$ cat src/design/smet_pkg.sv
// Shared types, constants and saturating helpers for the skew map escape-time core.
package smet_pkg;

  localparam int DATA_WIDTH    = 48;
  localparam int FRAC_BITS     = 32;
  localparam int ITER_WIDTH    = 12;
  localparam int COLOR_WIDTH   = 15;
  localparam int CFG_IDX_WIDTH = 3;
  localparam int STEP_WIDTH    = 4;

  // Operand halves for the partial-product multiplier.
  localparam int MUL_LO_W = DATA_WIDTH / 2;
  localparam int MUL_HI_W = DATA_WIDTH - MUL_LO_W;
  localparam int PROD_W   = 2 * DATA_WIDTH;

  typedef logic signed [DATA_WIDTH-1:0] fx_t;
  typedef logic [ITER_WIDTH-1:0] iter_t;
  typedef logic [STEP_WIDTH-1:0] step_t;

  localparam fx_t FX_MAX = {1'b0, {(DATA_WIDTH-1){1'b1}}};
  localparam fx_t FX_MIN = {1'b1, {(DATA_WIDTH-1){1'b0}}};

  // Whole number in fixed point, clipped to the largest positive value.
  function automatic fx_t const_q(input int unsigned whole);
    logic [PROD_W-1:0] v;
    v = PROD_W'(whole) << FRAC_BITS;
    if (v > PROD_W'(FX_MAX)) begin
      return FX_MAX;
    end
    return v[DATA_WIDTH-1:0];
  endfunction

  localparam fx_t FX_ONE   = const_q(1);
  localparam fx_t FX_LIMIT = const_q(10000);

  localparam int    COLOR_LOW_IMAG = 41;
  localparam int    COLOR_OUTSIDE  = 128;
  localparam int    COLOR_MAX      = 2 * ((1 << ITER_WIDTH) - 2) + COLOR_LOW_IMAG + COLOR_OUTSIDE;
  localparam iter_t MAX_ITER_RESET = ITER_WIDTH'(200);

  // Sequencer steps of one iteration and of the start-up pass.
  localparam step_t STEP_CHECK = STEP_WIDTH'(8);
  localparam step_t INIT_LAST  = STEP_WIDTH'(4);

  function automatic fx_t sat_add(input fx_t a, input fx_t b);
    logic signed [DATA_WIDTH:0] s;
    s = {a[DATA_WIDTH-1], a} + {b[DATA_WIDTH-1], b};
    if (s[DATA_WIDTH] != s[DATA_WIDTH-1]) begin
      return s[DATA_WIDTH] ? FX_MIN : FX_MAX;
    end
    return s[DATA_WIDTH-1:0];
  endfunction

  function automatic fx_t sat_sub(input fx_t a, input fx_t b);
    logic signed [DATA_WIDTH:0] s;
    s = {a[DATA_WIDTH-1], a} - {b[DATA_WIDTH-1], b};
    if (s[DATA_WIDTH] != s[DATA_WIDTH-1]) begin
      return s[DATA_WIDTH] ? FX_MIN : FX_MAX;
    end
    return s[DATA_WIDTH-1:0];
  endfunction

  typedef enum logic [CFG_IDX_WIDTH-1:0] {
    CFG_A_REAL   = 3'd0,
    CFG_A_IMAG   = 3'd1,
    CFG_B_REAL   = 3'd2,
    CFG_B_IMAG   = 3'd3,
    CFG_SKEW     = 3'd4,
    CFG_MAX_ITER = 3'd5
  } cfg_idx_t;

  typedef struct packed {
    fx_t   a_real;
    fx_t   a_imag;
    fx_t   b_real;
    fx_t   b_imag;
    fx_t   skew_gain;
    iter_t max_iterations;
  } cfg_t;

  typedef enum logic [3:0] {
    MUL_NONE,
    MUL_XR_XR,
    MUL_XI_XI,
    MUL_S2_DR,
    MUL_S2_DI,
    MUL_YR_YR,
    MUL_YI_YI,
    MUL_UR_YR,
    MUL_UI_YI,
    MUL_UR_YI,
    MUL_UI_YR,
    MUL_XR_PR,
    MUL_XI_PI,
    MUL_XR_PI,
    MUL_XI_PR
  } mul_op_t;

  typedef enum logic [3:0] {
    CAP_NONE,
    CAP_TA,
    CAP_TB,
    CAP_NFLAG,
    CAP_UR,
    CAP_UI,
    CAP_NRM,
    CAP_YR_SUB,
    CAP_YI_ADD,
    CAP_XR_SUB,
    CAP_XI_ADD
  } cap_t;

  typedef struct packed {
    logic    load;
    logic    prep;
    mul_op_t op;
    cap_t    cap;
  } dp_cmd_t;

  typedef struct packed {
    logic stop;
  } dp_status_t;

  typedef enum logic [1:0] {
    ST_IDLE,
    ST_INIT,
    ST_ITER,
    ST_FINISH
  } ctrl_state_t;

endpackage

$ cat src/design/smet_ctrl.sv
// Controller: sequences the start-up pass and the per-iteration multiply schedule.
module smet_ctrl import smet_pkg::*; (
  input  logic       clk,
  input  logic       rst_n,
  input  logic       in_valid,
  input  logic       out_free,
  input  dp_status_t status,
  output logic       in_ready,
  output logic       emit,
  output dp_cmd_t    cmd
);

  ctrl_state_t state_r, state_nxt;
  step_t       step_r, step_nxt;

  always_ff @(posedge clk) begin
    if (!rst_n) begin
      state_r <= ST_IDLE;
      step_r  <= '0;
    end else begin
      state_r <= state_nxt;
      step_r  <= step_nxt;
    end
  end

  always_comb begin
    state_nxt = state_r;
    step_nxt  = step_r;
    in_ready  = 1'b0;
    emit      = 1'b0;
    cmd.load  = 1'b0;
    cmd.prep  = 1'b0;
    cmd.op    = MUL_NONE;
    cmd.cap   = CAP_NONE;

    case (state_r)
      ST_IDLE: begin
        in_ready = 1'b1;
        if (in_valid) begin
          cmd.load  = 1'b1;
          state_nxt = ST_INIT;
          step_nxt  = '0;
        end
      end

      // |c|^2 for the outside flag.
      ST_INIT: begin
        case (step_r)
          4'd0:    cmd.op  = MUL_XR_XR;
          4'd1:    cmd.op  = MUL_XI_XI;
          4'd3:    cmd.cap = CAP_TA;
          4'd4:    cmd.cap = CAP_NFLAG;
          default: ;
        endcase
        step_nxt = step_r + STEP_WIDTH'(1);
        if (step_r == INIT_LAST) begin
          state_nxt = ST_ITER;
          step_nxt  = '0;
        end
      end

      // Issue one product a step; each result is captured as it leaves the multiplier pipeline.
      ST_ITER: begin
        case (step_r)
          4'd0:  cmd.prep = 1'b1;
          4'd1:  cmd.op = MUL_S2_DR;
          4'd2:  cmd.op = MUL_S2_DI;
          4'd3:  cmd.op = MUL_YR_YR;
          4'd4:  begin cmd.op = MUL_YI_YI; cmd.cap = CAP_UR;     end
          4'd5:  begin cmd.op = MUL_UR_YR; cmd.cap = CAP_UI;     end
          4'd6:  begin cmd.op = MUL_UI_YI; cmd.cap = CAP_TA;     end
          4'd7:  begin cmd.op = MUL_UR_YI; cmd.cap = CAP_NRM;    end
          4'd8:  begin cmd.op = MUL_UI_YR; cmd.cap = CAP_TA;     end
          4'd9:  begin cmd.op = MUL_XR_PR; cmd.cap = CAP_YR_SUB; end
          4'd10: begin cmd.op = MUL_XI_PI; cmd.cap = CAP_TB;     end
          4'd11: begin cmd.op = MUL_XR_PI; cmd.cap = CAP_YI_ADD; end
          4'd12: begin cmd.op = MUL_XI_PR; cmd.cap = CAP_TA;     end
          4'd13: cmd.cap = CAP_XR_SUB;
          4'd14: cmd.cap = CAP_TB;
          4'd15: cmd.cap = CAP_XI_ADD;
          default: ;
        endcase
        step_nxt = step_r + STEP_WIDTH'(1);
        if ((step_r == STEP_CHECK) && status.stop) begin
          state_nxt = ST_FINISH;
          step_nxt  = '0;
        end
      end

      ST_FINISH: begin
        if (out_free) begin
          emit      = 1'b1;
          state_nxt = ST_IDLE;
        end
      end

      default: begin
        state_nxt = ST_IDLE;
        step_nxt  = '0;
      end
    endcase
  end

endmodule
$ cat config.mk
export PLATFORM = sky130hd
export DESIGN_NAME = smet_ctrl
export DESIGN_NICKNAME = d
export VERILOG_FILES = /design/src/design/smet_pkg.sv /design/src/design/smet_ctrl.sv
export SDC_FILE = /design/constraint.sdc
export NUM_CORES = 1
export LEC_CHECK = 0
export ABC_AREA = 1
export BUFFER_PORTS_ARGS = -buffer_cell sky130_fd_sc_hd__clkbuf_2
export CAP_MARGIN = 20
export CORE_UTILIZATION = 27
export DETAILED_ROUTE_END_ITERATION = 10
export GPL_TIMING_DRIVEN = 0
export PLACE_DENSITY = 0.5
export SLEW_MARGIN = 40
export SYNTH_ARGS = -nofsm -noshare
export SYNTH_HDL_FRONTEND = slang
export SYNTH_SLANG_ARGS = --single-unit
$ cat constraint.sdc
create_clock -name clk -period 1.7 [get_ports clk]
set_input_delay 0.34 -clock clk [delete_from_list [all_inputs] [get_ports clk]]
set_output_delay 0.34 -clock clk [all_outputs]
set_load 0.03 [all_outputs]
* After elaboration in Yosys (flattened, before gate mapping)
Cells that the tools add are included.
Word-level totals: flip-flop bits (word level) 6, input bits 5, output and inout port bits 12, logic and storage cells 54
Operators by class: add/subtract/negate cells 1, equal/unequal tests 22, muxes and demuxes 21, reductions and logical operators 8
Operators with widths (count):
- one-hot mux 4 bit (12 select lines) | 1
- one-hot mux 4 bit (9 select lines) | 1
- == test 4 bit (second input constant) | 8
- == test 4 x 3 -> 1 bit (second input constant) | 4
- one-hot mux 8 bit (2 select lines) | 1
- two-way mux 4 bit | 3
- one-hot mux 4 bit (3 select lines) | 1
- == test 4 x 2 -> 1 bit (second input constant) | 2
- two-way mux 2 bit | 4
- != test 2 bit (second input constant) | 4
- one-hot mux 2 bit (2 select lines) | 2
- one-hot mux 2 bit (4 select lines) | 1
- two-way mux 1 bit | 7
- adder 4 x 1 -> 4 bit (second input constant) | 1
- == test 2 bit (second input constant) | 2
- == test 4 x 1 -> 1 bit (second input constant) | 1
- logical NOT 4 bit | 1
- AND reduction 4 bit | 1
- nonzero test 3 bit | 1
- OR reduction 3 bit | 1
- == test 2 x 1 -> 1 bit (second input constant) | 1
- logical NOT 2 bit | 1
- AND reduction 2 bit | 1
- OR reduction 2 bit | 1
- logical AND 1 bit | 1

* Depth between registers and ports, before layout
Gate-level depths: netlist (run 1).
depth after elaboration 4, depth in mapped cells 9

* Worst setup path after synthesis (run 1)
No wires, ideal clock.
path type register -> output, start register step_r[0], end output port cmd[0] (netlist name), arrival 1.457 ns, setup slack -0.097 ns, cell stages (with the launch flop) 8, buffers on the path 1, cells stage by stage dfxtp_1 -> inv_1 -> ha_1 -> buf_4 -> nand3_4 -> o21ai_1 -> nand2_1 -> a21oi_1
RTL lines:
- start, declared | RTL line smet_ctrl.sv:14 | step_t step_r, step_nxt;
- start signal, assigned | RTL line smet_ctrl.sv:22 | step_r <= step_nxt;
- end, declared | RTL line smet_ctrl.sv:10 | output dp_cmd_t cmd

==> results of run 1 <==
-- state kept, by name, indices dropped and copies added, names as in the netlist --
| register | count |
|---|---|
| step_r | 4 |
| state_r | 2 |
-- cells by family after synthesis --
kind of cell               after synthesis  share of synthesized area, %
and+or+nand+nor                         62                          38.9
buffers and inverters                   24                          14.9
AOI/OAI and AO/OA                       23                          17.7
adders and majority gates                8                          13.0
DFF                                      6                          15.6
-- area by class of cell --
| cell class | count | area [um2] | area share [%] |
|---|---|---|---|
| Timing Repair Buffer | 29 | 263 | 20.3 |
| Buffer | 3 | 33.8 | 2.61 |
| Sequential cell | 6 | 130 | 10.0 |
| Tap cell | 31 | 38.8 | 2.99 |
| Inverter | 20 | 87.6 | 6.76 |
| Clock buffer | 3 | 22.5 | 1.74 |
| Multi-Input combinational cell | 93 | 721 | 55.6 |
-- power groups by stage --
stage               Sequential (uW)  Clock, uW  Combinational, uW
finish                          254        124               1330
global route                    262        135               1450
CTS                             249        131               1240
detailed placement              219          0                897
global placement                217          0                901
floorplan                       210          0                703
-- metrics by stage --
stage / cell area [um2] / hold WS [ns]
6_report: 1300 / 0.392
5_1_grt: 1300 / 0.430
4_1_cts: 1210 / 0.389
3_5_place_dp: 911 / 0.593
3_3_place_gp: 911 / 0.584
2_1_floorplan: 792 / 0.461
-- cells in the final DEF (no fill, tap or decap) --
cell | netlist | final
buf_6 | 2 | 8
ha_4 | 0 | 5
nor3_2 | 0 | 2
nor2_2 | 1 | 4
nand3_2 | 1 | 3
dfxtp_2 | 0 | 2
inv_4 | 0 | 1
nand2_2 | 3 | 3
ha_1 | 8 | 2
o21ai_4 | 0 | 1
o21ai_1 | 2 | 2
nand4_1 | 5 | 5
o22ai_2 | 0 | 1
clkbuf_2 | 0 | 7
inv_1 | 19 | 11
dfxtp_1 | 6 | 2
and3_4 | 0 | 1
inv_6 | 1 | 2
clkbuf_8 | 0 | 7
nand2_4 | 1 | 3
nor2_4 | 0 | 2
clkbuf_4 | 0 | 3
ha_2 | 0 | 1
o211ai_1 | 2 | 2
a21oi_2 | 0 | 6
o21ai_2 | 1 | 2
dfxtp_4 | 0 | 2
nand3_1 | 10 | 7
nand3_4 | 1 | 2
inv_2 | 0 | 6
buf_4 | 1 | 10
nor2_1 | 10 | 5
nand2_1 | 27 | 25
o21ai_0 | 5 | 3
a21oi_1 | 11 | 5
a21oi_4 | 1 | 1
-- how the worst min path moves through the flow --
stage          startpoint    endpoint  slack [ns]  depth (start not counted)
2_1_floorplan       rst_n  state_r[0]        0.46                          2
3_3_place_gp   state_r[1]  state_r[1]        0.58                          4
3_5_place_dp   state_r[1]  state_r[1]        0.59                          4
4_1_cts             rst_n  state_r[0]        0.39                          3
5_1_grt             rst_n  state_r[1]        0.43                          3
6_report            rst_n  state_r[0]        0.39                          3
-- repair_timing --
action | 4_1_cts | 5_1_grt
pin swaps | 18 | 12
endpoints found under the setup margin | 9 | 9
setup buffers | 10 | 3
gates resized for setup | 60 | 17
-- layer usage --
| layer | GRT usage (%) | vias to the layer above |
|---|---|---|
| met3 | 1.64 | 4 |
| met4 | 4.64 | 0 |
| met5 | 0 | - |
| met2 | 28.4 | 28 |
| met1 | 17.3 | 421 |
| li1 | - | 465 |
-- worst reg2reg max path: cells and delay by family, from the launching register on --
family | cells | cell delay (ns)
compound gates | 1 | 0.06
buf+inv | 3 | 0.35
flops | 1 | 0.35
fa+ha+maj | 1 | 0.20
simple gates | 3 | 0.25
==> out/results.tsv, run 1 <==
stage	metric	value	unit
status	outcome	complete, but fails checks	
status	failed_checks	negative setup slack	
placement	hpwlAfterDp	1.58	mm
timing	finalSetupViolCount	8	
worst_setup_path	r2r_setup_slack	0.36	ns
run	maxCapViolations	0	
route	wl_met1	945	um
timing	finalClockSkew	0.00339	ns
route	drc	0	
worst_setup_path	slowest_delay	0.37	ns
layout	fill_cells	265	
global_route	track_usage	15.0	%
worst_setup_path	worstPathRequired	1.36	ns
floorplan	core.rowCount	19	
power	fin_total_pwr	1710	uW
synthesis	synthFlopType	dfxtp_1	
worst_setup_path	endpoint	cmd[0]	
synthesis	synth-edff-count	0	
power	power_per_cell_area	1320	mW/mm2
worst_setup_path	crit_chain	inv_4 -> ha_4 -> nand3_4 -> o21ai_1 -> nand2_1 -> a21oi_2 -> clkbuf_8	
route	num_vias	918	
global_route	antenna_found_initial	0	
global_route	grt_pass1_wl	3.75	mm
power	sw_frac_of_total	50.7	%
power	power_leakage	0.000560	uW
synthesis	syn_avg_cell_area	6.28	um2
worst_setup_path	crit_path_start_kind	register	
timing	fmax	0.551	GHz
timing	finalCriticalPeriod	1.81	ns
worst_setup_path	r2r-start	state_r[0]	
timing	slew_viol_final	0	
route	wire_per_inst	12.3	um
layout	final_util	47.4	%
hold_path	hold_path.class	input pin to register	
layout	layout-drive-gt1-share	55.2	%
timing	rsz0062_at_grt	true	
cts	htreeDepth	1	
cts	cts_sinks	6	
synthesis	synth.top_cell.area_share	15.6	%
worst_setup_path	cpMaxStageDelayCell	dfxtp_4	
power	combPwrFrac	77.9	%
synthesis	postSynth.asyncResetShare	0	%
route	ant_nets	0	
synthesis	synth_top_area_cell	dfxtp_1	
layout	finalNonFillerCells	185	
route	met3_length	77	um
synthesis	synthesis.area	772	um2
worst_setup_path	crit_family	flip-flops	
worst_setup_path	path_depth	7	
timing	fin_crit_sh	107	%
power	max-vdd-ir-drop	916	uV
floorplan	io_pins	17	
global_route	gr-total-overflow	0	
synthesis	ys_types	25	
timing	fin_setup_tns	-0.609	ns
worst_setup_path	crit_type	register to output pin	
timing	worst_pin_slew	0.268	ns
synthesis	ys_warn_count	0	
worst_setup_path	path_buf_inv	2	
route	drt_iter0_markers	20	
layout	nets	169	
worst_setup_path	cp-end-kind	output pin	
cts	clk_latency	0.24	ns
synthesis	synthTopCellsByArea	dfxtp_1 16%, nand2_1 13%, ha_1 13%, inv_1 9.2%, a21oi_1 7.1%	
synthesis	synthesis.nets	136	
route	routed_wl	2.28	mm
cts	cts_tree	done	
floorplan	dieHeight	55.5	um
cts	clk_pin_slew_worst_paths	0.04	ns
timing	fin_ws	-0.114	ns
worst_setup_path	r2r-end	step_r[2]	
synthesis	postSynthCellCount	123	
global_route	grt_start_max_net_pins	11	
synthesis	synth_seq_cells	6	
floorplan	coreArea	0.00273	mm2
cts	clock_path_buffers	2	
route	routed_via_density	4.96	
placement	placed_cells	170	
synthesis	yosysMostFrequentCell	nand2_1	
synthesis	synthTopCellsByCount	27 x nand2_1, 19 x inv_1, 11 x a21oi_1	
floorplan	die-width	55.5	um
layout	antenna_cells	0	
floorplan	fp.dieArea	0.00308	mm2
global_route	first_global_vias	878	
floorplan	start_util	28.2	%
placement	gp_routability_congestion	0.773	
placement	port_buffers	16	
power	p_switching	867	uW
power	p_seq_share	14.9	%
route	met2WireLength	1.23	mm
worst_setup_path	crit_path_start	step_r[1]	
timing	slew_headroom	82.1	%
timing	finalHoldViolations	0	
route	dr.pass1.iters	4	
worst_setup_path	path_max_fanout	7	
placement	pre_cts_ws	-0.154	ns
layout	area_delta_synth_final	67.9	%
worst_setup_path	cp.arrival	1.47	ns
cts	postCtsHoldBufs	0	
cts	root_buffer	clkbuf_4	
power	p_int	842	uW
route	routed.top_layer	met4	
cts	cts_made_buffers	3	
power	pwr-share-clk	7.2	%
worst_setup_path	r2r_cells	8	
synthesis	seq_area_frac_synth	15.6	%
No activity file was read; power rests on OpenSTA's default activity.
==> inputs of run 2 (changes only) <==
==> constraint.sdc (replaced) <==
create_clock -name clk -period 2.2 [get_ports clk]
set_input_delay 0.44 -clock clk [delete_from_list [all_inputs] [get_ports clk]]
set_output_delay 0.44 -clock clk [all_outputs]
set_load 0.03 [all_outputs]
==> out/results.tsv, run 2 (synthesis gave the netlist of run 1 again) <==
stage	metric	value	unit	change
status	outcome	completed		
global_route	grt_start_max_net_pins	11		unchanged
timing	fin_setup_tns	0	ns	+0.609 ns
run	maxCapViolations	0		unchanged
hold_path	hold_path_depth	3		unchanged
placement	port_buffers	16		unchanged
cts	clk_pin_slew_worst_paths	0.04	ns	about the same
worst_setup_path	worstPathRequired	1.76	ns	+0.40 ns
global_route	grt_pass1_wl	3.22	mm	-14%
route	num_vias	821		-11%
timing	finalCriticalPeriod	2.05	ns	
cts	htreeDepth	1		unchanged
worst_setup_path	crit_type	register to output pin		
route	drc	0		unchanged
hold_path	hold_path.class	input pin to register		
floorplan	die-width	55.5	um	unchanged
worst_setup_path	cpMaxStageDelayCell	dfxtp_2		
route	routed_wl	1.82	mm	-20%
worst_setup_path	crit_path_start_kind	register		
layout	nets	157		-7.1%
floorplan	io_pins	17		unchanged
layout	layout_commonest_cell	nand2_1		
layout	final_util	33.6	%	-14 points
global_route	first_global_vias	788		-10%
layout	fill_cells	320		+21%
timing	finalSetupViolCount	0		-8
timing	slew_headroom	79.2	%	-2.9 points
layout	largest_register	step_r		
floorplan	coreArea	0.00273	mm2	unchanged
timing	fin_crit_sh	93.3	%	
worst_setup_path	slowest_delay	0.33	ns	-0.04 ns
power	power_per_cell_area	1020	mW/mm2	-22%
layout	mostFrequentLayoutCells	27 x nand2_1, 18 x inv_1, 15 x clkbuf_2		
power	fin_total_pwr	939	uW	-45%
timing	rsz0062_at_grt	false		
placement	gp_routability_congestion	0.778		+0.70%
route	ant_nets	0		unchanged
placement	hpwlAfterDp	1.51	mm	-4.4%
timing	finalClockSkew	0.00228	ns	-0.00111 ns
global_route	track_usage	12.9	%	-2.1 points
floorplan	dieHeight	55.5	um	unchanged
worst_setup_path	path_max_fanout	8		+1
layout	antenna_cells	0		unchanged
power	max-vdd-ir-drop	538	uV	-41%
floorplan	core.rowCount	19		unchanged
cts	clk_latency	0.24	ns	about the same
floorplan	start_util	28.2	%	unchanged
worst_setup_path	crit_chain	inv_2 -> ha_1 -> buf_4 -> nand3_4 -> o21ai_1 -> nand2_1 -> a21oi_1 -> clkbuf_2		
route	dr.pass1.iters	4		unchanged
global_route	antenna_found_initial	0		unchanged
global_route	gr-total-overflow	0		unchanged
worst_setup_path	cp-end-kind	output pin		
cts	postCtsHoldBufs	0		unchanged
worst_setup_path	cp.arrival	1.61	ns	+0.14 ns
timing	worst_pin_slew	0.312	ns	+0.0438 ns
cts	cts_sinks	6		unchanged
worst_setup_path	r2r_cells	7		-1
cts	cts_tree	done		
layout	top_regs	step_r x4, state_r x2		
floorplan	fp.dieArea	0.00308	mm2	unchanged
power	power_leakage	0.000441	uW	-21%
timing	slew_viol_final	0		unchanged
timing	fmax	0.487	GHz	
cts	cts_made_buffers	3		unchanged
route	drt_iter0_markers	21		+5.0%
layout	layout-drive-gt1-share	26.1	%	-29 points
cts	root_buffer	clkbuf_4		
route	routed_via_density	4.75		-4.4%
cts	clock_path_buffers	2		unchanged
layout	area_delta_synth_final	19.0	%	
layout	largest_register_ffs	4		unchanged
route	wire_per_inst	10.5	um	-15%
timing	finalHoldViolations	0		unchanged
## run 2: changes by cell type in the layout (fill, tap and decap cells not counted), sizes merged
cell    delta
buf       -13
clkbuf     +1
## run 2: timing repair
item,4_1_cts,5_1_grt
gates resized for setup,0,5
setup endpoints to repair,0,6
endpoints found under the hold margin,0,0
buffers inserted,0,0
## run 2: layout make-up
class / instances / area (um2) / area share (%)
buffer: 4 / 35.0 / 3.81
clock buffer: 3 / 22.5 / 2.45
inverter: 20 / 80.1 / 8.72
multi-input combinational: 93 / 539 / 58.7
sequential: 6 / 123 / 13.4
tap: 31 / 38.8 / 4.22
timing repair buffer: 16 / 80.1 / 8.72
## run 2: metal layers
layer	global-route usage, %	vias up	wire (um)
met2	23.2	8	925
li1	-	445	-
met5	0	-	0
met3	2.34	2	49
met4	5.36	0	8
met1	14.9	366	833
## run 2: path summary, 6_finish.rpt
check	from	endpoint	slack [ns]
setup / recovery	step_r[0]	cmd[0]	0.15
hold reg to reg	step_r[0]	step_r[0]	0.54
hold / removal	rst_n	step_r[0]	0.49
setup reg to reg	state_r[0]	step_r[2]	0.80
## run 2: worst max-delay path, delay by kind of cell (launching register included)
| family | cells | cell delay, ns |
|---|---|---|
| AOI/OAI and AO/OA | 2 | 0.25 |
| DFF | 1 | 0.33 |
| buffers and inverters | 3 | 0.47 |
| and+or+nand+nor | 2 | 0.17 |
| adders and majority gates | 1 | 0.15 |
## run 2: power by group
part / leakage (uW) / switching [uW] / total (uW) / internal, uW
Clock: 0.0000138 / 34.7 / 96.1 / 61.4
Combinational: 0.000377 / 457 / 670 / 213
Sequential: 0.0000499 / 30.0 / 172 / 142
Total: 0.000441 / 522 / 939 / 417
## run 2: through the flow
step / hold WS (ns) / cells / worst slack (ns) / area [um2]
global route: 0.492 / 173 / 0.0238 / 918
CTS: 0.489 / 173 / 0.0262 / 913
floorplan: 0.549 / 123 / 0.303 / 772
global placement: 0.581 / 170 / 0.265 / 891
finish: 0.488 / 173 / 0.147 / 918
detailed placement: 0.604 / 170 / 0.298 / 891
